`config.mk`:
```
export PLATFORM = sky130hd
export DESIGN_NAME = radar_vital_frame_parser_unit
export DESIGN_NICKNAME = d
export VERILOG_FILES = /design/src/hw/rtl/rvfp_pkg.sv /design/src/hw/rtl/rvfp_parser.sv /design/src/hw/rtl/rvfp_store.sv /design/src/hw/rtl/radar_vital_frame_parser_unit.sv
export VERILOG_INCLUDE_DIRS = /design/src /design/src/hw/rtl
export SDC_FILE = /design/constraint.sdc
export NUM_CORES = 1
export LEC_CHECK = 0
export ABC_AREA = 1
export BUFFER_PORTS_ARGS = -buffer_cell sky130_fd_sc_hd__buf_4
export CORE_MARGIN = 1.5
export CORE_UTILIZATION = 25
export DETAILED_ROUTE_END_ITERATION = 8
export PLACE_DENSITY = 0.52
export RECOVER_POWER = 25
export REMOVE_ABC_BUFFERS = 1
export SETUP_SLACK_MARGIN = 0.3
export SLEW_MARGIN = 20
export SYNTH_ARGS = -nofsm -noshare
export SYNTH_HDL_FRONTEND = slang
export SYNTH_SLANG_ARGS = --single-unit
```
`constraint.sdc`:
```
create_clock -name clk -period 2.9 [get_ports clk]
set_input_delay 0.435 -clock clk [delete_from_list [all_inputs] [get_ports clk]]
set_output_delay 0.435 -clock clk [all_outputs]
set_load 0.01 [all_outputs]
```
`src/hw/rtl/radar_vital_frame_parser_unit_assert.svh`:
```
// ----------------------------------------------------------------------------
// radar_vital_frame_parser_unit_assert.svh
// assertion macros used by the frame parser top-level rtl
// ----------------------------------------------------------------------------
`ifndef RADAR_VITAL_FRAME_PARSER_UNIT_ASSERT_SVH
`define RADAR_VITAL_FRAME_PARSER_UNIT_ASSERT_SVH

// same-cycle implication, disabled during reset
`define RVFP_ASSERT_NOW(label, clk, rst, ante, cons) \
  label: assert property (@(posedge clk) disable iff (rst) (ante) |-> (cons)) \
    else $error("frame parser check failed");

// next-cycle implication, disabled during reset
`define RVFP_ASSERT_NEXT(label, clk, rst, ante, cons) \
  label: assert property (@(posedge clk) disable iff (rst) (ante) |=> (cons)) \
    else $error("frame parser check failed");

`endif

```
`src/hw/rtl/rvfp_pkg.sv`:
```
// ----------------------------------------------------------------------------
// rvfp_pkg
// types, codes and constants of the vital radar frame parser
// ----------------------------------------------------------------------------
package rvfp_pkg;

  // frame delimiters
  localparam logic [7:0] START1_BYTE = 8'h53;
  localparam logic [7:0] START2_BYTE = 8'h59;
  localparam logic [7:0] END1_BYTE   = 8'h54;
  localparam logic [7:0] END2_BYTE   = 8'h43;

  // frame types and commands
  localparam logic [7:0] KIND_STATUS = 8'h05;
  localparam logic [7:0] KIND_BREATH = 8'h80;
  localparam logic [7:0] KIND_HEART  = 8'h81;
  localparam logic [7:0] OP_CATEGORY = 8'h01;
  localparam logic [7:0] OP_WAVE     = 8'h02;
  localparam logic [7:0] OP_RATE     = 8'h05;

  // configuration register indexes
  localparam logic CFG_MAX_LEN   = 1'b0;
  localparam logic CFG_MEAS_CODE = 1'b1;

  // reset values
  localparam logic [15:0] DEFAULT_MAX_LEN   = 16'd60;
  localparam logic [7:0]  DEFAULT_MEAS_CODE = 8'h00;
  localparam logic [8:0]  RATE_UNKNOWN      = 9'h1FF;
  localparam int          DEFAULT_COUNTER_WIDTH = 32;

  // payload bytes that a decision can ever look at
  localparam int HEAD_BYTES = 4;

  typedef enum logic [3:0] {
    PH_START1, PH_START2, PH_KIND, PH_CMD, PH_LEN_LO,
    PH_LEN_HI, PH_PAYLOAD, PH_SUM, PH_END1, PH_END2
  } phase_t;

  typedef enum logic [1:0] {
    OUT_GOOD, OUT_TOO_LONG, OUT_BAD_SUM, OUT_BAD_END
  } outcome_t;

  // end of frame, parser to value store
  typedef struct packed {
    logic        valid;
    outcome_t    outcome;
    logic [7:0]  kind;
    logic [7:0]  cmd;
    logic        len_ge1;
    logic        len_ge4;
    logic [31:0] head;
  } frame_evt_t;

endpackage

```
`src/hw/rtl/rvfp_parser.sv`:
```
// ----------------------------------------------------------------------------
// rvfp_parser
// byte-level frame state machine: header, length check, payload, end bytes and checksum
// ----------------------------------------------------------------------------
module rvfp_parser (
  input  logic               clk,
  input  logic               rst,
  input  logic               fire,
  input  logic [7:0]         data,
  input  logic [15:0]        max_len,
  output rvfp_pkg::frame_evt_t evt
);
  import rvfp_pkg::*;

  phase_t      phase, phase_next;
  logic [7:0]  kind, kind_next;
  logic [7:0]  cmd, cmd_next;
  logic [15:0] length, length_next;
  logic [15:0] count, count_next;
  logic [7:0]  sum, sum_next;
  logic [7:0]  head [HEAD_BYTES];
  logic        head_we;
  logic [15:0] full_len;
  logic [15:0] count_inc;
  logic        evt_valid;
  outcome_t    evt_outcome;

  assign full_len  = {data, length[7:0]};
  assign count_inc = count + 16'd1;

  // next phase
  always_comb begin
    phase_next = phase;
    unique case (phase)
      PH_START1:  if (data == START1_BYTE) phase_next = PH_START2;
      PH_START2:  phase_next = (data == START2_BYTE) ? PH_KIND : PH_START1;
      PH_KIND:    phase_next = PH_CMD;
      PH_CMD:     phase_next = PH_LEN_LO;
      PH_LEN_LO:  phase_next = PH_LEN_HI;
      PH_LEN_HI: begin
        if (full_len == 16'd0)         phase_next = PH_SUM;
        else if (full_len > max_len)   phase_next = PH_START1;
        else                           phase_next = PH_PAYLOAD;
      end
      PH_PAYLOAD: if (count_inc == length) phase_next = PH_SUM;
      PH_SUM:     phase_next = (data == sum) ? PH_END1 : PH_START1;
      PH_END1:    phase_next = (data == END1_BYTE) ? PH_END2 : PH_START1;
      PH_END2:    phase_next = PH_START1;
      default:    phase_next = PH_START1;
    endcase
  end

  // field capture, checksum and end-of-frame event
  always_comb begin
    kind_next   = kind;
    cmd_next    = cmd;
    length_next = length;
    count_next  = count;
    sum_next    = sum;
    head_we     = 1'b0;
    evt_valid   = 1'b0;
    evt_outcome = OUT_GOOD;
    unique case (phase)
      PH_KIND: begin
        kind_next = data;
        sum_next  = data;
      end
      PH_CMD: begin
        cmd_next = data;
        sum_next = sum + data;
      end
      PH_LEN_LO: begin
        length_next = {8'h00, data};
        sum_next    = sum + data;
      end
      PH_LEN_HI: begin
        length_next = full_len;
        sum_next    = sum + data;
        count_next  = 16'd0;
        if (full_len != 16'd0 && full_len > max_len) begin
          evt_valid   = 1'b1;
          evt_outcome = OUT_TOO_LONG;
        end
      end
      PH_PAYLOAD: begin
        head_we    = (count < 16'(HEAD_BYTES));
        count_next = count_inc;
        sum_next   = sum + data;
      end
      PH_SUM: begin
        if (data != sum) begin
          evt_valid   = 1'b1;
          evt_outcome = OUT_BAD_SUM;
        end
      end
      PH_END2: begin
        evt_valid   = 1'b1;
        evt_outcome = (data == END2_BYTE) ? OUT_GOOD : OUT_BAD_END;
      end
      default: ;
    endcase
  end

  // event fields in struct order
  assign evt = {evt_valid, evt_outcome, kind, cmd, (length != 16'd0),
                (length >= 16'd4), head[3], head[2], head[1], head[0]};

  // control state
  always_ff @(posedge clk) begin
    if (rst) begin
      phase  <= PH_START1;
      kind   <= '0;
      cmd    <= '0;
      length <= '0;
      count  <= '0;
      sum    <= '0;
    end else if (fire) begin
      phase  <= phase_next;
      kind   <= kind_next;
      cmd    <= cmd_next;
      length <= length_next;
      count  <= count_next;
      sum    <= sum_next;
    end
  end

  // first payload bytes, undefined until written
  always_ff @(posedge clk) begin
    if (fire && head_we) begin
      head[count[$clog2(HEAD_BYTES)-1:0]] <= data;
    end
  end

endmodule

```
`src/hw/rtl/rvfp_store.sv`:
```
// ----------------------------------------------------------------------------
// rvfp_store
// reported values, change detection and frame counters
// ----------------------------------------------------------------------------
module rvfp_store #(
  parameter int COUNTER_WIDTH = rvfp_pkg::DEFAULT_COUNTER_WIDTH
) (
  input  logic                 clk,
  input  logic                 rst,
  input  logic                 fire,
  input  rvfp_pkg::frame_evt_t evt,
  input  logic [7:0]           meas_code,
  output logic                 changed,
  output logic [7:0]           presence_status,
  output logic signed [8:0]    breath_rate,
  output logic [7:0]           breath_category,
  output logic [31:0]          breath_wave_bits,
  output logic signed [8:0]    heart_rate,
  output logic [7:0]           heart_category,
  output logic [31:0]          heart_wave_bits,
  output logic [31:0]          good_frame_count,
  output logic [31:0]          bad_frame_count,
  output logic                 sensor_ready
);
  import rvfp_pkg::*;

  logic [7:0]  status, status_next;
  logic [8:0]  br_rate, br_rate_next, hr_rate, hr_rate_next;
  logic [7:0]  br_cat, br_cat_next, hr_cat, hr_cat_next;
  logic [31:0] br_wave, br_wave_next, hr_wave, hr_wave_next;
  logic [COUNTER_WIDTH-1:0] good_cnt, bad_cnt;
  logic        good_end, bad_end;
  logic        is_breath;
  logic [7:0]  d0;
  logic [8:0]  old_rate;
  logic [7:0]  old_cat;
  logic [31:0] old_wave;
  logic        wave_diff;

  function automatic logic is_nan(input logic [31:0] w);
    is_nan = (w[30:23] == 8'hFF) && (w[22:0] != 23'd0);
  endfunction

  assign good_end  = evt.valid && (evt.outcome == OUT_GOOD);
  assign bad_end   = evt.valid && (evt.outcome != OUT_GOOD);
  assign is_breath = (evt.kind == KIND_BREATH);
  assign d0        = evt.head[7:0];
  assign old_rate  = is_breath ? br_rate : hr_rate;
  assign old_cat   = is_breath ? br_cat : hr_cat;
  assign old_wave  = is_breath ? br_wave : hr_wave;

  // float inequality: nan always differs, signed zeros are equal
  always_comb begin
    if (is_nan(evt.head) || is_nan(old_wave))          wave_diff = 1'b1;
    else if (((evt.head | old_wave) & 32'h7FFF_FFFF) == 32'd0) wave_diff = 1'b0;
    else                                               wave_diff = (evt.head != old_wave);
  end

  // value update for a good frame
  always_comb begin
    status_next  = status;
    br_rate_next = br_rate;
    hr_rate_next = hr_rate;
    br_cat_next  = br_cat;
    hr_cat_next  = hr_cat;
    br_wave_next = br_wave;
    hr_wave_next = hr_wave;
    changed      = 1'b0;
    if (good_end) begin
      if (evt.kind == KIND_STATUS) begin
        if (evt.cmd == OP_CATEGORY && evt.len_ge1 && status != d0) begin
          status_next = d0;
          changed     = 1'b1;
        end
      end else if (evt.kind == KIND_BREATH || evt.kind == KIND_HEART) begin
        if (evt.cmd == OP_CATEGORY && evt.len_ge1) begin
          if (old_cat != d0) begin
            changed = 1'b1;
            if (is_breath) br_cat_next = d0;
            else           hr_cat_next = d0;
          end
        end else if (evt.cmd == OP_RATE && evt.len_ge1) begin
          if (old_rate != {1'b0, d0}) begin
            changed = 1'b1;
            if (is_breath) br_rate_next = {1'b0, d0};
            else           hr_rate_next = {1'b0, d0};
          end
        end else if (evt.cmd == OP_WAVE && evt.len_ge4) begin
          if (wave_diff) begin
            changed = 1'b1;
            if (is_breath) br_wave_next = evt.head;
            else           hr_wave_next = evt.head;
          end
        end
      end
    end
  end

  // stored values and counters
  always_ff @(posedge clk) begin
    if (rst) begin
      status   <= '0;
      br_rate  <= RATE_UNKNOWN;
      hr_rate  <= RATE_UNKNOWN;
      br_cat   <= '0;
      hr_cat   <= '0;
      br_wave  <= '0;
      hr_wave  <= '0;
      good_cnt <= '0;
      bad_cnt  <= '0;
    end else if (fire) begin
      status  <= status_next;
      br_rate <= br_rate_next;
      hr_rate <= hr_rate_next;
      br_cat  <= br_cat_next;
      hr_cat  <= hr_cat_next;
      br_wave <= br_wave_next;
      hr_wave <= hr_wave_next;
      if (good_end) good_cnt <= good_cnt + COUNTER_WIDTH'(1);
      if (bad_end)  bad_cnt  <= bad_cnt + COUNTER_WIDTH'(1);
    end
  end

  // counter view on the 32-bit ports
  generate
    if (COUNTER_WIDTH >= 32) begin : g_cnt_trunc
      assign good_frame_count = good_cnt[31:0];
      assign bad_frame_count  = bad_cnt[31:0];
    end else begin : g_cnt_ext
      assign good_frame_count = {{(32-COUNTER_WIDTH){1'b0}}, good_cnt};
      assign bad_frame_count  = {{(32-COUNTER_WIDTH){1'b0}}, bad_cnt};
    end
  endgenerate

  assign presence_status  = status;
  assign breath_rate      = br_rate;
  assign heart_rate       = hr_rate;
  assign breath_category  = br_cat;
  assign heart_category   = hr_cat;
  assign breath_wave_bits = br_wave;
  assign heart_wave_bits  = hr_wave;

  // ready when measuring and both rates above zero
  assign sensor_ready = (status == meas_code)
                     && !br_rate[8] && (br_rate[7:0] != 8'd0)
                     && !hr_rate[8] && (hr_rate[7:0] != 8'd0);

endmodule

```
`src/hw/rtl/radar_vital_frame_parser_unit.sv`:
```
// ----------------------------------------------------------------------------
// radar_vital_frame_parser_unit
// byte-serial frame parser for a vital-sign radar link
// ----------------------------------------------------------------------------
// Received bytes enter on the in_valid/in_ready channel, one byte per
// transaction. Every frame that ends (good, too long, bad checksum, bad final
// end byte) gives one transaction on the out_valid/out_ready channel; bytes
// that only advance the parser, and silent resyncs, give none.
// A byte is held in an input register and is parsed once the result slot is
// free, which also loads the result register, so out_valid rises when the
// last byte of a frame has passed the input and result registers.
// Throughput is one byte per cycle while the receiver takes results.
// The stored values and counters on the result ports are the live value
// registers; they cannot move while a result waits, since parsing halts then.
// When out_ready is low with a result pending, the parser stops, the input
// register holds one byte and in_ready drops once it is full.
// cfg_write_en writes max_payload_len (index 0) or measuring_status_code
// (index 1); write only while no frame is in flight.
// Synchronous reset returns the parser to the start-byte search, clears the
// counters and values, sets both rates to -1 and max_payload_len to 60.
// ----------------------------------------------------------------------------
module radar_vital_frame_parser_unit #(
  parameter int COUNTER_WIDTH = rvfp_pkg::DEFAULT_COUNTER_WIDTH
) (
  input  logic              clk,
  input  logic              rst,
  input  logic              in_valid,
  output logic              in_ready,
  input  logic [7:0]        rx_byte,
  output logic              out_valid,
  input  logic              out_ready,
  output logic [1:0]        frame_outcome,
  output logic              values_changed,
  output logic [7:0]        presence_status,
  output logic signed [8:0] breath_rate,
  output logic [7:0]        breath_category,
  output logic [31:0]       breath_wave_bits,
  output logic signed [8:0] heart_rate,
  output logic [7:0]        heart_category,
  output logic [31:0]       heart_wave_bits,
  output logic [31:0]       good_frame_count,
  output logic [31:0]       bad_frame_count,
  output logic              sensor_ready,
  input  logic              cfg_write_en,
  input  logic              cfg_index,
  input  logic [15:0]       cfg_data
);
  import rvfp_pkg::*;
  `include "radar_vital_frame_parser_unit_assert.svh"

  logic       in_reg_valid;
  logic [7:0] in_reg_byte;
  logic       fire;
  logic       res_valid;
  outcome_t   res_outcome;
  logic       res_changed;
  logic       changed;
  logic [15:0] max_payload_len;
  logic [7:0]  meas_code;
  frame_evt_t  evt;

  // parse the held byte when the result slot is free or being emptied
  assign fire     = in_reg_valid && (!res_valid || out_ready);
  assign in_ready = !in_reg_valid || fire;

  // input register
  always_ff @(posedge clk) begin
    if (rst) begin
      in_reg_valid <= 1'b0;
    end else if (in_ready) begin
      in_reg_valid <= in_valid;
    end
  end

  always_ff @(posedge clk) begin
    if (in_valid && in_ready) begin
      in_reg_byte <= rx_byte;
    end
  end

  // configuration registers
  always_ff @(posedge clk) begin
    if (rst) begin
      max_payload_len <= DEFAULT_MAX_LEN;
      meas_code       <= DEFAULT_MEAS_CODE;
    end else if (cfg_write_en) begin
      unique case (cfg_index)
        CFG_MAX_LEN:   max_payload_len <= cfg_data;
        CFG_MEAS_CODE: meas_code       <= cfg_data[7:0];
      endcase
    end
  end

  rvfp_parser u_parser (
    .clk     (clk),
    .rst     (rst),
    .fire    (fire),
    .data    (in_reg_byte),
    .max_len (max_payload_len),
    .evt     (evt)
  );

  rvfp_store #(
    .COUNTER_WIDTH (COUNTER_WIDTH)
  ) u_store (
    .clk              (clk),
    .rst              (rst),
    .fire             (fire),
    .evt              (evt),
    .meas_code        (meas_code),
    .changed          (changed),
    .presence_status  (presence_status),
    .breath_rate      (breath_rate),
    .breath_category  (breath_category),
    .breath_wave_bits (breath_wave_bits),
    .heart_rate       (heart_rate),
    .heart_category   (heart_category),
    .heart_wave_bits  (heart_wave_bits),
    .good_frame_count (good_frame_count),
    .bad_frame_count  (bad_frame_count),
    .sensor_ready     (sensor_ready)
  );

  // result register
  always_ff @(posedge clk) begin
    if (rst) begin
      res_valid <= 1'b0;
    end else if (fire && evt.valid) begin
      res_valid <= 1'b1;
    end else if (out_ready) begin
      res_valid <= 1'b0;
    end
  end

  always_ff @(posedge clk) begin
    if (fire && evt.valid) begin
      res_outcome <= evt.outcome;
      res_changed <= changed;
    end
  end

  assign out_valid      = res_valid;
  assign frame_outcome  = res_outcome;
  assign values_changed = res_changed;

  // checks
  `RVFP_ASSERT_NEXT(a_stall_freezes_counts, clk, rst, out_valid && !out_ready,
    $stable(good_frame_count) && $stable(bad_frame_count))
  `RVFP_ASSERT_NOW(a_changed_only_good, clk, rst, out_valid && values_changed,
    frame_outcome == OUT_GOOD)
  `RVFP_ASSERT_NOW(a_backpressure_cause, clk, rst, !in_ready,
    in_reg_valid && res_valid && !out_ready)

endmodule
```
Yosys cells after proc, flatten, opt, wreduce, memory -nomap -nowiden --
Memory sizes are Yosys's and may differ from the RTL's. Cells that the tools add are included.
Operators by class: equality and inequality tests 31, mux-type cells 37, order comparisons 3, bitwise operators 7, add/subtract/negate cells 4, reduce and logical (&&, ||, !) cells 59
Operators by type and width (count):
- 32-bit by 1-bit adder with 32-bit output, second input constant | 2
- 16-bit case mux with 2 select lines | 2
- 23-bit nonzero test | 2
- 4-bit case mux with 9 select lines | 1
- 8-bit by 7-bit == test with 1-bit output, second input constant | 4
- 8-bit == test, second input constant | 4
- 32-bit zero test | 1
- 32-bit 2-to-1 mux | 1
- 32-bit inequality test | 1
- 16-bit nonzero test | 2
- 31-bit bitwise OR | 1
- 8-bit inequality test | 3
- 4-bit 2-to-1 mux | 5
- 1-bit 2-to-1 mux | 19
- 2-bit AND reduction | 9
- 9-bit AND reduction | 2
- 1-bit logical AND | 17
- 16-bit by 1-bit adder with 16-bit output, second input constant | 1
- 16-bit == test | 1
- 4-bit by 3-bit == test with 1-bit output, second input constant | 4
- 8-bit by 3-bit == test with 1-bit output, second input constant | 2
- 8-bit == test | 2
- 16-bit by 3-bit >= comparator with 1-bit output, second input constant | 1
- 16-bit > comparator | 1
- other kinds (29) | 53
Storage, ports and cells: memory bits (writable) 32, output and inout port bits 176, memories 1, input port bits 30, flip-flop bits (word level) 267
Memories:
- u_parser.head | depth 4, bits a word 8, read ports 4, clocked after memory_dff 0, write ports 1, line rvfp_parser.sv:21 | logic [7:0] head [HEAD_BYTES];

Depth between registers and ports, before layout --
word-level depth 12, mapped depth 23, mapped depth without buffers 20

Hierarchy --
From an unflattened synthesis, not the netlist that was laid out.
Unflattened totals: cell total of the unflattened synthesis 2181, area total of the unflattened synthesis 15569.9 sq um
By module, submodules not included:
- rvfp_store | instances 1, seq. area each 3403.3 sq um, cells each 1368, area each 9176.3 sq um
- rvfp_parser | instances 1, seq. area each 2162.1 sq um, cells each 652, area each 4979.8 sq um
- radar_vital_frame_parser_unit | instances 1, seq. area each 850.8 sq um, cells each 161, area each 1413.9 sq um

Worst setup path before layout --
No wires, ideal clock.
kind reg2reg, start point register u_parser.kind[2], end point register u_store.hr_wave[20] (netlist: u_store.heart_wave_bits[20]), path slack 74 ps, arrival 2713 ps, stages on the path, launching flop included 22, buffers on the path 3, period minus slack after synthesis 2826 ps, cells stage by stage dfxtp_1 inv_1 nand2_1 nor2_2 nand2_2 buf_6 buf_2 o21ai_1 inv_1 ha_1 nor2_1 nand4_1 or2_2 nor2_1 nand3_1 a21boi_1 nand2_2 nand3_4 buf_2 nand2_1 nand2_1 nor2_1
Between the ends: cells in the longest elaborated chain, start to end 7, elaborated cells on any way between the ends 17
Ends and longest elaborated chain:
- start, declared | line rvfp_parser.sv:16 | logic [7:0] kind, kind_next;
- start signal, assigned | line rvfp_parser.sv:119 | kind <= kind_next;
- 8-bit == test | line rvfp_store.sv:46, rvfp_store.sv:75
- 32-bit 2-to-1 mux | line rvfp_store.sv:50 | assign old_wave = is_breath ? br_wave : hr_wave;
- 31-bit bitwise OR, or another cell as far along | line rvfp_store.sv:55 | else if (((evt.head | old_wave) & 32'h7FFF_FFFF) == 32'd0) wave_diff = 1'b0;
- 32-bit zero test or 1-bit logical AND (tied branches) | line rvfp_store.sv:55, rvfp_store.sv:41
- 1-bit 2-to-1 mux or 1-bit logical OR (tied branches) | line rvfp_store.sv:55, rvfp_store.sv:54
- 1-bit 2-to-1 mux | line rvfp_store.sv:54 | if (is_nan(evt.head) || is_nan(old_wave)) wave_diff = 1'b1;
- 9-bit AND reduction (no line) *
- end signal, assigned | line rvfp_store.sv:118 | hr_wave <= hr_wave_next;
- end, declared | line rvfp_store.sv:30 | logic [31:0] br_wave, br_wave_next, hr_wave, hr_wave_next;
Mark *: on every way between the ends. The rest lies on a longest branch, timed or not. A chain may end at the register's enable or synchronous reset.

Worst setup path in the final report --
start point register u_parser.kind[5], end point register u_store.hr_wave[18] (netlist: u_store.heart_wave_bits[18])
Same word-level chain as after synthesis.

==> results.py <==
metrics = {
    "yosys": {
        "netlist_area_um2": 16000,
        "yosys_warnings": 0,
        "synth-async-reset-ratio_pct": 0,
        "ys_top_cells_by_count": "nand2_1, nor2_1, inv_1",
        "synth_top_area_share_pct": 32.0,
        "yosysUniqueCellTypes": 47,
        "yosysMostFrequentCell": "nand2_1",
        "syn_avg_cell_area_um2": 6.89,
        "yosys_most_used_dff": "dfxtp_1",
        "synth_cells": 2322,
        "synth_seq_cells": 299,
        "synth_edf_count": 43,
        "yosysSeqAreaShare_pct": 40.1,
        "synthTopCellsByArea": "dfxtp_1, nand2_1, nor2_1, edfxtp_1, inv_1",
        "synth_area_leader_cell": "dfxtp_1",
    },
    "pwr": {
        "vdd_drop_max_uv": 305,
        "power_mw": 9.54,
        "p_per_area_nw_per_um2": 449,
        "power.leakage_nw": 9.27,
    },
    "worst_hold_path": {
        "min_path_type": "input pin to flip-flop",
        "hold_depth": 1,
    },
    "place": {
        "dpl.cell_count": 3419,
        "post_dp_cell_area_um2": 19300,
        "place_ws_ps": -114,
        "port-buffer-count": 205,
        "hpwlAfterDp_um": 40400,
        "gp_congestion": 0.867,
    },
    "critical_path": {
        "cpPeakStageDelay_ps": 320,
        "crit_type": "flip-flop to flip-flop",
        "cp_max_fo": 15,
        "cp_data_required_time_ps": 3340,
        "crit_family": "simple AND/OR/NAND/NOR gates",
        "r2r_cells": 21,
        "cp-end-kind": "flip-flop",
        "path_cells": "inv_2 > nand2_2 > nor2_4 > nand2_4 > buf_12 > buf_12 > o21ai_4 > inv_2 > ha_4 > nor2_1 > nand4_1 > or2_4 > nor2_2 > nand3_1 > a21boi_2 > nand2_2 > nand3_4 > buf_12 > nand2_2 > nand2_1 > nor2_1",
        "slowest_stage": "dfxtp_2",
        "crit_arrival_ps": 3450,
        "startpoint_type": "flip-flop",
        "crit_cells": 21,
        "ff2ff_setup_slack_ps": -110,
        "worst-path-buf-inv": 5,
    },
    "clock_network": {
        "htree_levels": 2,
        "cts_root_buffer": "clkbuf_16",
        "clock_latency_ps": 570,
        "path_clk_slew_ps": 60,
        "cts_tree": "built",
        "cts_inserted_buffers": 36,
        "postCtsHoldBufs": 0,
        "clock-sinks": 299,
        "cts_buffer_depth": 3,
    },
    "final_layout": {
        "design_area_um2": 21200,
        "final_net_count": 2724,
        "stdcell_count": 3506,
        "area_delta_synth_final_pct": 32.6,
        "drive_gt1_share_pct": 18.7,
        "fill_cells": 6823,
        "utilization_pct": 33.6,
    },
    "grt": {
        "grt_pass1_vias": 14900,
        "track_usage_pct": 16.3,
        "grt_pass1_wl_um": 85400,
        "antenna_found_initial": 1,
        "grt-ovfl-total": 0,
        "grt_max_degree": 63,
    },
    "sta": {
        "rsz0062_at_grt": "true",
        "hold_viol_final": 0,
        "period_needed_ps": 3010,
        "skew_ps": 32.0,
        "timing.final.ws_setup_ps": -111,
        "finalCritPeriodShare_pct": 104,
        "setup_viol": 65,
        "relSlewSlack_pct": 42.1,
        "hold-worst-slack_ps": 86.0,
        "max_freq_ghz": 0.332,
        "fin_tns_setup_ps": -5480,
        "slew_violations": 0,
        "tightest_slew_ps": 868,
    },
    "routing": {
        "vias": 15800,
        "viasPerCell": 4.49,
        "firstDrtPassIters": 7,
        "drt-initial-drc-count": 936,
        "routedWlPerCell_um": 15.7,
        "ant_nets": 0,
        "drc": 0,
        "routed_wl_um": 55000,
    },
    "floorplanning": {
        "core_um2": 63200,
        "dieArea_um2": 65500,
        "initial_core_util_pct": 25.3,
        "rows": 92,
        "die_x_um": 256,
        "die_h_um": 256,
        "io_pins": 206,
    },
    "job": {
        "maxCapViolations": 0,
    },
    "status": {
        "failed_checks": "negative setup slack",
        "status": "finished, violations left",
    },
}
sequential cells by signal (all words and copies together), names as in the netlist, 9 cells and up:
name,count
u_parser.head,32
u_store.bad_frame_count,32
u_store.breath_wave_bits,32
u_store.good_frame_count,32
u_store.heart_wave_bits,32
max_payload_len,16
u_parser.count,16
u_parser.length,16
u_store.breath_rate,9
u_store.heart_rate,9
where the power goes:
part | internal [mW] | leakage [nW] | switching, mW | total, mW
combinational | 0.192 | 6.19 | 0.353 | 0.546
clock | 2.78 | 0.604 | 1.93 | 4.71
sequential | 4.25 | 2.47 | 0.0343 | 4.29
cells by family after synthesis:
group,share of synthesized area (%)
and+or+nand+nor,32.4
buffers and inverters,10.1
DFF,40.1
AOI/OAI and AO/OA,9.83
adders and majority gates,4.82
xor gates and xnor gates,2.71
final timing paths:
check / from / to
max: u_parser.kind[5]$_SDFFE_PP0P_ / u_store.heart_wave_bits[18]$_SDFFE_PP0P_
min: rx_byte[6] / in_reg_byte[6]$_DFFE_PP_
max reg2reg: u_parser.kind[5]$_SDFFE_PP0P_ / u_store.heart_wave_bits[18]$_SDFFE_PP0P_
min reg2reg: max_payload_len[12]$_SDFFE_PP0P_ / max_payload_len[12]$_SDFFE_PP0P_
placed cells by master (no fill, tap or decap), types with 12 or more instances in the layout:
cell	Yosys	layout
nor3_1	67	62
o21ai_0	75	67
a21oi_1	133	132
inv_1	310	298
a211oi_1	25	21
dfxtp_1	256	251
nand4_1	52	52
nand3_1	157	154
buf_4	8	264
nand2_1	532	496
edfxtp_1	43	43
xor2_1	30	29
buf_12	0	13
o21ai_1	18	17
nand2_2	4	35
buf_6	5	15
nor2_2	4	12
inv_2	5	16
clkbuf_16	0	42
nor4_1	27	25
nor2_4	1	12
xnor2_1	17	17
ha_1	60	51
nor2_1	352	333
clkbuf_1	51	61
layout make-up:
class	count	area, um^2	area share (%)
clock inverter	9	104	0.489
tap	846	1060	4.99
sequential	299	6420	30.3
timing repair buffer	360	2840	13.4
multi-input combinational	1615	8470	39.9
clock buffer	55	1120	5.26
antenna	1	2.50	0.0118
inverter	321	1210	5.70
metal layers:
layer / part of all wire, % / track usage, % / vias up
li1: - / - / 8123
met1: 45 / 20.8 / 7218
met2: 48 / 28.1 / 329
met3: 4.3 / 2.49 / 83
met4: 2.6 / 5.03 / 0
met5: 0 / 0 / -
repair_timing:
item	CTS	global route
gates cloned	3	2
buffers inserted	15	2
resized for setup	61	116
endpoints found under the setup margin	161	165
pin swaps	20	44
worst register-to-register path, cell delays in order (launching register included):
cell      delay, ps
dfxtp_2         320
inv_2            40
nand2_2          60
nor2_4          160
nand2_4          90
buf_12          150
buf_12          140
o21ai_4         160
inv_2            60
ha_4            210
nor2_1          100
nand4_1         100
or2_4           260
nor2_2          120
nand3_1         100
a21boi_2        140
nand2_2         130
nand3_4         190
buf_12          190
nand2_2          60
nand2_1          50
nor2_1           40
Power figures use the tool's default switching activity.
